<file path="config.mk">
export PLATFORM = sky130hd
export DESIGN_NAME = record_keystream_decrypt_check
export DESIGN_NICKNAME = d
export VERILOG_FILES = /design/src/hw/rtl/rkdc_pkg.sv /design/src/hw/rtl/rkdc_front.sv /design/src/hw/rtl/rkdc_queue.sv /design/src/hw/rtl/rkdc_back.sv /design/src/hw/rtl/record_keystream_decrypt_check.sv
export SDC_FILE = /design/constraint.sdc
export NUM_CORES = 1
export LEC_CHECK = 0
export ABC_AREA = 1
export BUFFER_PORTS_ARGS = -buffer_cell sky130_fd_sc_hd__buf_2
export CORE_ASPECT_RATIO = 1.5
export CORE_MARGIN = 2
export CORE_UTILIZATION = 50
export CTS_BUF_LIST = sky130_fd_sc_hd__clkbuf_16
export CTS_CLUSTER_DIAMETER = 100
export DETAILED_ROUTE_END_ITERATION = 6
export GPL_TIMING_DRIVEN = 0
export PLACE_DENSITY = 0.69
export RECOVER_POWER = 50
export SYNTH_ARGS = -nofsm -noshare
export SYNTH_HDL_FRONTEND = slang
export SYNTH_HIERARCHICAL = 1
export SYNTH_SLANG_ARGS = --single-unit
</file>
<file path="constraint.sdc">
create_clock -name clk -period 5.4 [get_ports clk]
set_input_delay 0.27 -clock clk [delete_from_list [all_inputs] [get_ports clk]]
set_output_delay 0.27 -clock clk [all_outputs]
set_load 0.03 [all_outputs]
</file>
<file path="src/hw/rtl/rkdc_pkg.sv">
package rkdc_pkg;

    localparam int RECORD_BYTES = 32;
    localparam int POS_W        = 5;
    localparam int NAME_START   = 16;
    localparam logic [7:0]  NAME_LIMIT = 8'd128;
    localparam logic [15:0] KEY_POLY   = 16'h1021;
    localparam logic [15:0] CRC_POLY   = 16'h1021;

    localparam int QUEUE_DEPTH = 4;
    localparam int QPTR_W      = 2;

    // configuration register indexes
    localparam logic CFG_BASE_KEY    = 1'b0;
    localparam logic CFG_ADDRESS_MIX = 1'b1;

    // one decrypted byte handed from front to back
    typedef struct packed {
        logic [7:0]       plain;
        logic [POS_W-1:0] pos;
    } entry_t;

    function automatic logic [15:0] lfsr_next(input logic [15:0] k);
        logic [15:0] n;
        n = {k[14:0], 1'b0};
        if (k[15])
        begin
            n = n ^ KEY_POLY;
        end
        return n;
    endfunction

    // CRC-16, MSB first, one byte
    function automatic logic [15:0] crc_byte(input logic [15:0] c, input logic [7:0] b);
        logic [15:0] r;
        r = c ^ {b, 8'h00};
        for (int i = 0; i < 8; i++)
        begin
            if (r[15])
            begin
                r = {r[14:0], 1'b0} ^ CRC_POLY;
            end
            else
            begin
                r = {r[14:0], 1'b0};
            end
        end
        return r;
    endfunction

endpackage

</file>
<file path="src/hw/rtl/rkdc_front.sv">
module rkdc_front
(
    input  logic                 clk,
    input  logic                 rst_n,
    input  logic                 cfg_we,
    input  logic                 cfg_index,
    input  logic [15:0]          cfg_wdata,
    input  logic                 in_valid,
    input  logic [7:0]           enc_byte,
    input  logic [31:0]          byte_addr,
    input  logic                 push_ok,
    output logic                 push,
    output rkdc_pkg::entry_t     push_entry
);

    logic [15:0] base_key_reg;
    logic        address_mix_reg;
    logic [15:0] key_reg;
    logic [15:0] key_next;
    logic [15:0] seed;
    logic [15:0] key_used;
    logic [rkdc_pkg::POS_W-1:0] pos;

    assign pos  = byte_addr[rkdc_pkg::POS_W-1:0];
    assign push = in_valid && push_ok;

    // record address >> 2, low 16 bits
    always_comb
    begin
        seed = base_key_reg;
        if (address_mix_reg)
        begin
            seed = base_key_reg ^ {byte_addr[17:5], 3'b000};
        end
        key_used = (pos == '0) ? seed : key_reg;
        key_next = rkdc_pkg::lfsr_next(key_used);
    end

    assign push_entry.plain = enc_byte ^ key_used[7:0];
    assign push_entry.pos   = pos;

    always_ff @(posedge clk or negedge rst_n)
    begin
        if (!rst_n)
        begin
            base_key_reg    <= '0;
            address_mix_reg <= 1'b0;
            key_reg         <= '0;
        end
        else
        begin
            if (cfg_we)
            begin
                unique case (cfg_index)
                    rkdc_pkg::CFG_BASE_KEY:    base_key_reg    <= cfg_wdata;
                    rkdc_pkg::CFG_ADDRESS_MIX: address_mix_reg <= cfg_wdata[0];
                endcase
            end
            if (push)
            begin
                key_reg <= key_next;
            end
        end
    end

endmodule

</file>
<file path="src/hw/rtl/rkdc_queue.sv">
module rkdc_queue
(
    input  logic             clk,
    input  logic             rst_n,
    input  logic             push,
    input  rkdc_pkg::entry_t push_entry,
    output logic             push_ok,
    input  logic             pop,
    output logic             head_valid,
    output rkdc_pkg::entry_t head
);

    localparam int CNT_W = rkdc_pkg::QPTR_W + 1;

    rkdc_pkg::entry_t                mem_reg [rkdc_pkg::QUEUE_DEPTH];
    logic [rkdc_pkg::QPTR_W-1:0]     wr_ptr_reg;
    logic [rkdc_pkg::QPTR_W-1:0]     rd_ptr_reg;
    logic [CNT_W-1:0]                count_reg;

    assign push_ok    = (count_reg != CNT_W'(rkdc_pkg::QUEUE_DEPTH));
    assign head_valid = (count_reg != '0);
    assign head       = mem_reg[rd_ptr_reg];

    always_ff @(posedge clk)
    begin
        if (push)
        begin
            mem_reg[wr_ptr_reg] <= push_entry;
        end
    end

    always_ff @(posedge clk or negedge rst_n)
    begin
        if (!rst_n)
        begin
            wr_ptr_reg <= '0;
            rd_ptr_reg <= '0;
            count_reg  <= '0;
        end
        else
        begin
            if (push)
            begin
                wr_ptr_reg <= wr_ptr_reg + 1'b1;
            end
            if (pop)
            begin
                rd_ptr_reg <= rd_ptr_reg + 1'b1;
            end
            if (push && !pop)
            begin
                count_reg <= count_reg + 1'b1;
            end
            else if (pop && !push)
            begin
                count_reg <= count_reg - 1'b1;
            end
        end
    end

endmodule

</file>
<file path="src/hw/rtl/rkdc_back.sv">
module rkdc_back
#(
    parameter int NAME_BYTES = 16
)
(
    input  logic             clk,
    input  logic             rst_n,
    input  logic             head_valid,
    input  rkdc_pkg::entry_t head,
    output logic             pop,
    output logic             out_valid,
    input  logic             out_ready,
    output logic [7:0]       plain_byte,
    output logic             record_last,
    output logic             record_valid
);

    typedef enum logic [1:0]
    {
        NS_SEARCHING,
        NS_FOUND,
        NS_FAILED
    } name_state_t;

    localparam logic [5:0] NAME_LO = 6'(rkdc_pkg::NAME_START);
    localparam logic [5:0] NAME_HI = 6'(rkdc_pkg::NAME_START + NAME_BYTES);
    localparam logic [rkdc_pkg::POS_W-1:0] POS_LAST =
        rkdc_pkg::POS_W'(rkdc_pkg::RECORD_BYTES - 1);

    logic [15:0] crc_reg, crc_next;
    logic [15:0] stored_reg, stored_next;
    name_state_t ns_reg, ns_next;
    logic        out_valid_reg;
    logic [7:0]  plain_reg;
    logic        last_reg, last_next;
    logic        valid_reg, valid_next;
    logic [5:0]  pos_ext;
    logic        first;

    assign pop          = head_valid && (!out_valid_reg || out_ready);
    assign out_valid    = out_valid_reg;
    assign plain_byte   = plain_reg;
    assign record_last  = last_reg;
    assign record_valid = valid_reg;

    assign pos_ext = {1'b0, head.pos};
    assign first   = (head.pos == '0);

    always_comb
    begin
        crc_next    = first ? 16'h0000 : crc_reg;
        stored_next = first ? 16'h0000 : stored_reg;
        ns_next     = first ? NS_SEARCHING : ns_reg;

        if (head.pos == rkdc_pkg::POS_W'(0))
        begin
            stored_next = {stored_next[15:8], head.plain};
        end
        else if (head.pos == rkdc_pkg::POS_W'(1))
        begin
            stored_next = {head.plain, stored_next[7:0]};
        end
        else
        begin
            crc_next = rkdc_pkg::crc_byte(crc_next, head.plain);
        end

        // zero must show up before any byte above the limit
        if (pos_ext >= NAME_LO && pos_ext < NAME_HI && ns_next == NS_SEARCHING)
        begin
            priority if (head.plain > rkdc_pkg::NAME_LIMIT)
            begin
                ns_next = NS_FAILED;
            end
            else if (head.plain == 8'h00)
            begin
                ns_next = NS_FOUND;
            end
            else
            begin
                ns_next = NS_SEARCHING;
            end
        end

        last_next  = (head.pos == POS_LAST);
        valid_next = last_next && (crc_next == stored_next) && (ns_next == NS_FOUND);
    end

    always_ff @(posedge clk or negedge rst_n)
    begin
        if (!rst_n)
        begin
            crc_reg       <= '0;
            stored_reg    <= '0;
            ns_reg        <= NS_SEARCHING;
            out_valid_reg <= 1'b0;
            plain_reg     <= '0;
            last_reg      <= 1'b0;
            valid_reg     <= 1'b0;
        end
        else
        begin
            if (pop)
            begin
                crc_reg       <= crc_next;
                stored_reg    <= stored_next;
                ns_reg        <= ns_next;
                out_valid_reg <= 1'b1;
                plain_reg     <= head.plain;
                last_reg      <= last_next;
                valid_reg     <= valid_next;
            end
            else if (out_ready)
            begin
                out_valid_reg <= 1'b0;
            end
        end
    end

endmodule

</file>
<file path="src/hw/rtl/record_keystream_decrypt_check.sv">
// Keystream decryptor and entry checker for 32-byte flash records. Feed one
// encrypted byte per item with its flash byte offset; the low five offset bits
// are the position in the record and bytes of a record must come in order.
// Position 0 reloads the 16-bit key from base_key (XOR record address >> 2
// when address_mix is set); each byte is XORed with the low key byte and the
// key then steps as a shift register with feedback 0x1021. Every input item
// gives one output item. On position 31 tlast is set and tuser reports
// whether the record is a valid entry: CRC-16 (0x1021, init 0, MSB first)
// over plain bytes 2..31 equals bytes 0..1 little-endian, and a zero byte
// appears among the name bytes before any byte above 128. Throughput is one
// item per cycle while the output is not stalled. Each item is decrypted on
// the input side into a 4-entry queue, then passes the check stage and is
// held in its output register before it leaves the block.
// With the output stalled, the queue and output register hold five items
// before s_tready drops. Write configuration only while the block is empty.
module record_keystream_decrypt_check
#(
    parameter int NAME_BYTES = 16
)
(
    input  logic        clk,
    input  logic        rst_n,

    // configuration: index 0 base_key, index 1 address_mix
    input  logic        cfg_we,
    input  logic        cfg_index,
    input  logic [15:0] cfg_wdata,

    input  logic        s_tvalid,
    output logic        s_tready,
    input  logic [39:0] s_tdata,   // [7:0] enc_byte, [39:8] byte_addr

    output logic        m_tvalid,
    input  logic        m_tready,
    output logic [7:0]  m_tdata,   // [7:0] plain_byte
    output logic        m_tlast,   // record_last
    output logic        m_tuser    // record_valid
);

    logic             push;
    logic             push_ok;
    rkdc_pkg::entry_t push_entry;
    logic             pop;
    logic             head_valid;
    rkdc_pkg::entry_t head;

    assign s_tready = push_ok;

    // front: key stream and decrypt, runs at input rate
    rkdc_front u_front
    (
        .clk        (clk),
        .rst_n      (rst_n),
        .cfg_we     (cfg_we),
        .cfg_index  (cfg_index),
        .cfg_wdata  (cfg_wdata),
        .in_valid   (s_tvalid),
        .enc_byte   (s_tdata[7:0]),
        .byte_addr  (s_tdata[39:8]),
        .push_ok    (push_ok),
        .push       (push),
        .push_entry (push_entry)
    );

    // decouples input side from output stalls
    rkdc_queue u_queue
    (
        .clk        (clk),
        .rst_n      (rst_n),
        .push       (push),
        .push_entry (push_entry),
        .push_ok    (push_ok),
        .pop        (pop),
        .head_valid (head_valid),
        .head       (head)
    );

    // back: CRC and name checks, output register
    rkdc_back
    #(
        .NAME_BYTES (NAME_BYTES)
    )
    u_back
    (
        .clk          (clk),
        .rst_n        (rst_n),
        .head_valid   (head_valid),
        .head         (head),
        .pop          (pop),
        .out_valid    (m_tvalid),
        .out_ready    (m_tready),
        .plain_byte   (m_tdata),
        .record_last  (m_tlast),
        .record_valid (m_tuser)
    );

endmodule
</file>
* Word-level counts from Yosys, hierarchy flattened
Memories as Yosys holds them, arrays and structs flattened. Index checks and enable logic that the tools add are counted.
Word-level totals: bits in latches 0, memory bits (read-only) 0, bits of input ports 62, bits in registers 85, memories 1, bits in writable memories 52
Memory list:
- u_queue.mem_reg | words 4, bits a word 13, read ports 1, clocked after Yosys merged registers in 0, wr ports 1, RTL line rkdc_queue.sv:15 | rkdc_pkg::entry_t mem_reg [rkdc_pkg::QUEUE_DEPTH];
Cells by class: mux-type cells 41, reduce and logical (&&, ||, !) cells 21, divide/modulo/power cells 0, add/subtract/negate cells 4, order comparisons 3, equal/unequal tests 5, bitwise operators 13, shift-type cells 0, multipliers 0
Operator list (number):
- $mux 16 | 22
- $mux 13 | 9
- $xor 16x16->16 | 2
- $not 3->3 | 9
- $eq 16x16->1 | 1
- $logic_not 5->1 | 2
- $gt 8x8->1 const B | 1
- $logic_and 1x1->1 | 8
- $logic_not 8->1 | 1
- $xor 8x8->8 | 1
- $lt 5x6->1 const B | 1
- $mux 2 | 3
- $mux 3 | 2
- $eq 5x1->1 const B | 1
- $eq 5x5->1 const B | 1
- $ge 5x5->1 const B | 1
- $mux 1 | 5
- $add 2x1->2 const B | 2
- $reduce_and 2->1 | 2
- $reduce_bool 2->1 | 2
- $add 3x1->3 const B | 1
- $logic_not 1->1 | 3
- $ne 3x3->1 const B | 1
- $reduce_bool 3->1 | 1
- 5 further kinds | 5

* Logic depth before layout (Yosys ltp)
An unclocked memory read counts as a cell.
word-level depth 39, mapped depth 22, mapped depth without buffers 20

* Hierarchy
The synthesis kept the hierarchy.
By module, submodules not included:
- rkdc_back | instances 1, area an instance 2954.1 µm², cells each 459
- rkdc_queue | instances 1, area an instance 2560.0 µm², cells each 200
- rkdc_front | instances 1, area an instance 1829.3 µm², cells each 223

* Worst setup path before layout
OpenSTA, ideal clock, no wires.
path type reg-to-reg, start register u_back.out_valid_reg, in the netlist u_back/out_valid, end register u_queue.count_reg[1], path buffers 2, stages on the path, launching flop included 12, library setup time 0.126 ns, arrival 2.175 ns, data required time 5.274 ns, slack 3.099 ns, path through dfrtp_1 > nand2_1 > nand2_1 > clkbuf_1 > inv_1 > buf_1 > inv_1 > ha_1 > inv_1 > fa_1 > nand2_1 > o21ai_0
Between the ends: word-level cells in the longest chain between the ends 6, elaborated cells between the ends (all ways) 8, those cells by class 1 x mux; 7 x reduce/logical
RTL lines:
- from (decl) | RTL line rkdc_back.sv:33 | logic out_valid_reg;
- from (signal assigned) | RTL line rkdc_back.sv:96 | out_valid_reg <= 1'b0;
- from (signal assigned) | RTL line rkdc_back.sv:108 | out_valid_reg <= 1'b1;
- from (signal assigned) | RTL line rkdc_back.sv:115 | out_valid_reg <= 1'b0;
- $logic_not 1->1 (*) | RTL line rkdc_back.sv:40 | assign pop = head_valid && (!out_valid_reg || out_ready);
- $logic_or 1x1->1 (*) | RTL line rkdc_back.sv:40
- $logic_and 1x1->1 (*) | RTL line rkdc_back.sv:40
- net pop | RTL line record_keystream_decrypt_check.sv:43 | logic pop;
- $logic_not 1->1 | RTL line rkdc_queue.sv:50 | if (push && !pop)
- $logic_and 1x1->1 | RTL line rkdc_queue.sv:50
- $mux 3 / $reduce_bool 2->1 (equally long branches)
- to (signal assigned) | RTL line rkdc_queue.sv:52 | count_reg <= count_reg + 1'b1;
- to (signal assigned) | RTL line rkdc_queue.sv:56 | count_reg <= count_reg - 1'b1;
- to (decl) | RTL line rkdc_queue.sv:18 | logic [CNT_W-1:0] count_reg;
Mark *: on every way through the listed nets, which the timed path passes. The rest lies on a longest branch. A chain may end at the register's enable or synchronous reset.

* Worst setup path after layout
start register u_queue.count_reg[0], end register u_queue.count_reg[1]
Between the ends: word-level cells in the longest chain between the ends 5, elaborated cells between the ends (all ways) 13, those cells by class 2 x add/sub; 1 x eq/ne; 2 x mux; 8 x reduce/logical
RTL lines:
- $reduce_bool 3->1 (*) | RTL line rkdc_queue.sv:21 | assign head_valid = (count_reg != '0);
- net head_valid | RTL line record_keystream_decrypt_check.sv:44 | logic head_valid;
- $logic_and 1x1->1 (*) | RTL line rkdc_back.sv:40
- net pop | RTL line record_keystream_decrypt_check.sv:43
- $logic_not 1->1 | RTL line rkdc_queue.sv:50
- $logic_and 1x1->1 | RTL line rkdc_queue.sv:50
- $mux 3 / $reduce_bool 2->1 (equally long branches)
Mark *: on every way through the listed nets, which the timed path passes. The rest lies on a longest branch. The select of a mux whose other input is x is not followed.

==> flow_summary.yaml <==
outcome:
  status: "complete, but fails checks"
  violations: "capacitance limit, slew limit"
synthesis:
  synth_top_area_cell: "dfrtp_1"
  synthTopCellsByCount: "322 x nand2_1, 90 x inv_1, 85 x dfrtp_1, 67 x nand3_1, 61 x o21ai_0"
  netlist_instances: 882
  ys_ff_latch: 137
  synth_top_area_share_pct: 29.0
  async_flop_share_pct: 62.0
  synth_most_common_cell: "nand2_1"
  ys.flop_type: "dfrtp_1"
  yosysWarnings: 6
  seq_area_frac_synth_pct: 50.2
  synthDistinctLibCells: 38
  synth_area_leaders: "dfrtp_1 29%, edfxtp_1 21%, nand2_1 16%"
  syn_avg_cell_area_um2: 8.33
  syn-num-nets: 950
  synth_edf_count: 52
  synth.cell_area_mm2: 0.00734
worst_setup_path:
  critPathArrivalTime_ps: 3430
  cp.required_ps: 5700
  reg2reg_slack_ps: 2270
  timing.rr.start: "u_queue/count_reg[0]"
  cpPeakStageDelay_ps: 680
  r2r_end: "u_queue/count_reg[1]"
  start_kind: "flip-flop"
  startpoint: "u_queue/count_reg[0]"
  crit_slowest_cell: "buf_1"
  crit_chain: "inv_1 -> nand3_1 -> nand2_1 -> clkbuf_1 -> inv_1 -> buf_1 -> inv_1 -> ha_1 -> inv_1 -> fa_1 -> nand2_1 -> o21ai_0"
  cp_max_fo: 12
  endpoint: "u_queue/count_reg[1]"
  endpoint_kind: "flip-flop"
  critPathMostFrequentCell: "inv_1"
  r2r_cells: 12
  path_class: "flip-flop to flip-flop"
sta:
  finalCritPeriodShare_pct: 58.0
  finalHoldViolations: 0
  finClkSkew_ps: 9.12
  fin_setup_tns_ps: 0
  finalCriticalPeriod_ps: 3130
  slew_viol_final: 37
  fmax_mhz: 320
  max_slew_margin_pct: -53.1
  rsz0062_at_grt: "no"
  tightest_slew_ps: 2300
  setup_viol: 0
worst_hold_path:
  hold_class: "input port to flip-flop"
final_layout:
  nets: 1030
  syn_to_final_growth_pct: 14.6
  fill_cells: 1378
  final_area_mm2: 0.00842
  drive_gt1_share_pct: 12.1
  diodes: 0
  largest_register_ffs: 52
  finalNonFillerCells: 1171
  final_core_util_pct: 58.2
cts:
  cts_sinks: 137
  cts_buffers: 17
  cts_tree: "done"
  clkSlewWorstSetupHoldPaths_ps: 60
  h-tree-depth: 4
  worst_skew_pair.late_latency_ps: 420
  clockBufferDepth: 2
  cts-resized-gates: 0
  cts_root_buf: "clkbuf_16"
pwr:
  netSwitchingPower_mw: 2.65
  power_frac_clock_pct: 19.6
  sw_frac_of_total_pct: 46.4
  power.share.combinational_pct: 51.5
  p_leak_nw: 4.07
  peakVddDrop_mv: 0.245
  internal-power_mw: 3.06
  p_per_area_mw_per_mm2: 679
  p_seq_share_pct: 28.9
floorplanning:
  fp.dieH_um: 152
  dieArea_mm2: 0.0157
  rows: 54
  core_area_mm2: 0.0145
  io_pins: 74
  start_util_pct: 50.8
  die_x_um: 103
drt:
  wl_per_cell_um: 16.2
  viasPerCell: 5.26
  drc: 0
  wirelength_um: 19000
  drtIter0Drc: 244
  via_count: 6156
  ant_nets: 0
  drt_pre_antenna_iters: 5
grt:
  grt_start_max_net_pins: 50
  grt_pass1_vias: 6204
  grt_overflow: 0
  grt_pass1_wl_um: 30700
  grt_antenna_before_repair: 0
  grt_usage_pct: 25.9
place:
  port_buffers: 59
  place_congestion: 1.00
  hpwlAfterDp_um: 13700
  placed_cell_area_mm2: 0.00791
  dp.cells: 1138
flow_run:
  drv_cap: 1
-- power by group through the flow --
stage	clock (mW)	sequential (mW)	combinational, mW
4_1_cts	1.14	1.65	2.93
2_1_floorplan	0	1.69	2.07
3_5_place_dp	0	1.66	2.92
5_1_grt	1.18	1.69	3.31
3_3_place_gp	0	1.65	2.85
6_report	1.12	1.65	2.94
-- layer usage --
layer	vias up	GRT usage [%]	wire (um)
met3	62	4.17	752
met5	-	0	0
li1	3028	-	-
met1	2884	28.5	7040
met2	182	45.7	10100
met4	0	15.2	1050
-- cells by family (layout without fill, tap and decap cells) --
logic type                 count (synthesis)  in the layout  share of synthesized area, %
AOI/OAI and AO/OA                        132            132                          11.0
adders and majority gates                  6              6                          1.12
xor gates and xnor gates                  20             20                          2.39
and+or+nand+nor                          445            445                          25.4
DFF                                      137            137                          50.2
buffers and inverters                    134            227                          8.69
muxes                                      8              8                          1.23
-- layout by cell type (no fill, tap or decap), types with 4 or more instances in the layout --
| cell | count |
|---|---|
| nand2_1 | 322 |
| inv_1 | 92 |
| dfrtp_1 | 85 |
| nand3_1 | 68 |
| o21ai_0 | 63 |
| edfxtp_1 | 52 |
| buf_2 | 46 |
| clkbuf_1 | 37 |
| nor2_1 | 30 |
| a21oi_1 | 24 |
| o211ai_1 | 18 |
| clkbuf_16 | 17 |
| nand3b_1 | 13 |
| buf_6 | 11 |
| o21ai_1 | 11 |
| xor2_1 | 11 |
| o211ai_2 | 10 |
| xnor2_1 | 9 |
| mux2_2 | 8 |
| clkinv_1 | 7 |
| ha_1 | 5 |
| nand2_2 | 4 |
-- worst min-delay path by stage --
stage | start | to | slack [ps] | cells after the start
floorplan | rst_n | u_back/crc_reg[0] | -30 | 0
global placement | u_back/stored_reg[9] | u_back/stored_reg[9] | 460 | 2
detailed placement | rst_n | u_back/stored_reg[11] | 290 | 1
CTS | cfg_we | u_front/address_mix_reg | 40 | 2
global route | cfg_wdata[3] | u_front/base_key_reg[3] | 70 | 2
finish | cfg_we | u_front/address_mix_reg | 50 | 2
-- final cells by class --
type                            count  area, um^2  share of cell area [%]
Sequential cell                   137        3690                    43.8
Multi-Input combinational cell    611        3000                    35.7
Clock buffer                       17         425                    5.05
Inverter                           94         353                    4.19
Timing Repair Buffer               61         310                    3.69
Buffer                             40         255                    3.03
Tap cell                          196         245                    2.91
Clock inverter                     15         136                    1.62
-- worst max-delay path: cells and delay by family (launching register included) --
family          cells  cell delay [ps]
buf+inv             6             1580
fa+ha+maj           2              640
flops               1              410
simple gates        3              320
compound gates      1               70
-- metrics by stage --
| step | setup slack (ps) | hold slack [ps] | power [mW] |
|---|---|---|---|
| 2_1_floorplan | 3100 | -25.6 | 3.76 |
| 3_3_place_gp | 2350 | 457 | 4.50 |
| 3_5_place_dp | 2280 | 291 | 4.58 |
| 4_1_cts | 2300 | 42.4 | 5.72 |
| 5_1_grt | 2020 | 68.5 | 6.18 |
| 6_report | 2270 | 52.7 | 5.72 |
-- what timing repair did --
item	CTS	global route
hold buffers	1	0
hold endpoints to repair	36	0
buffers inserted	0	0
Note: power is estimated with default switching activity, not from simulation.
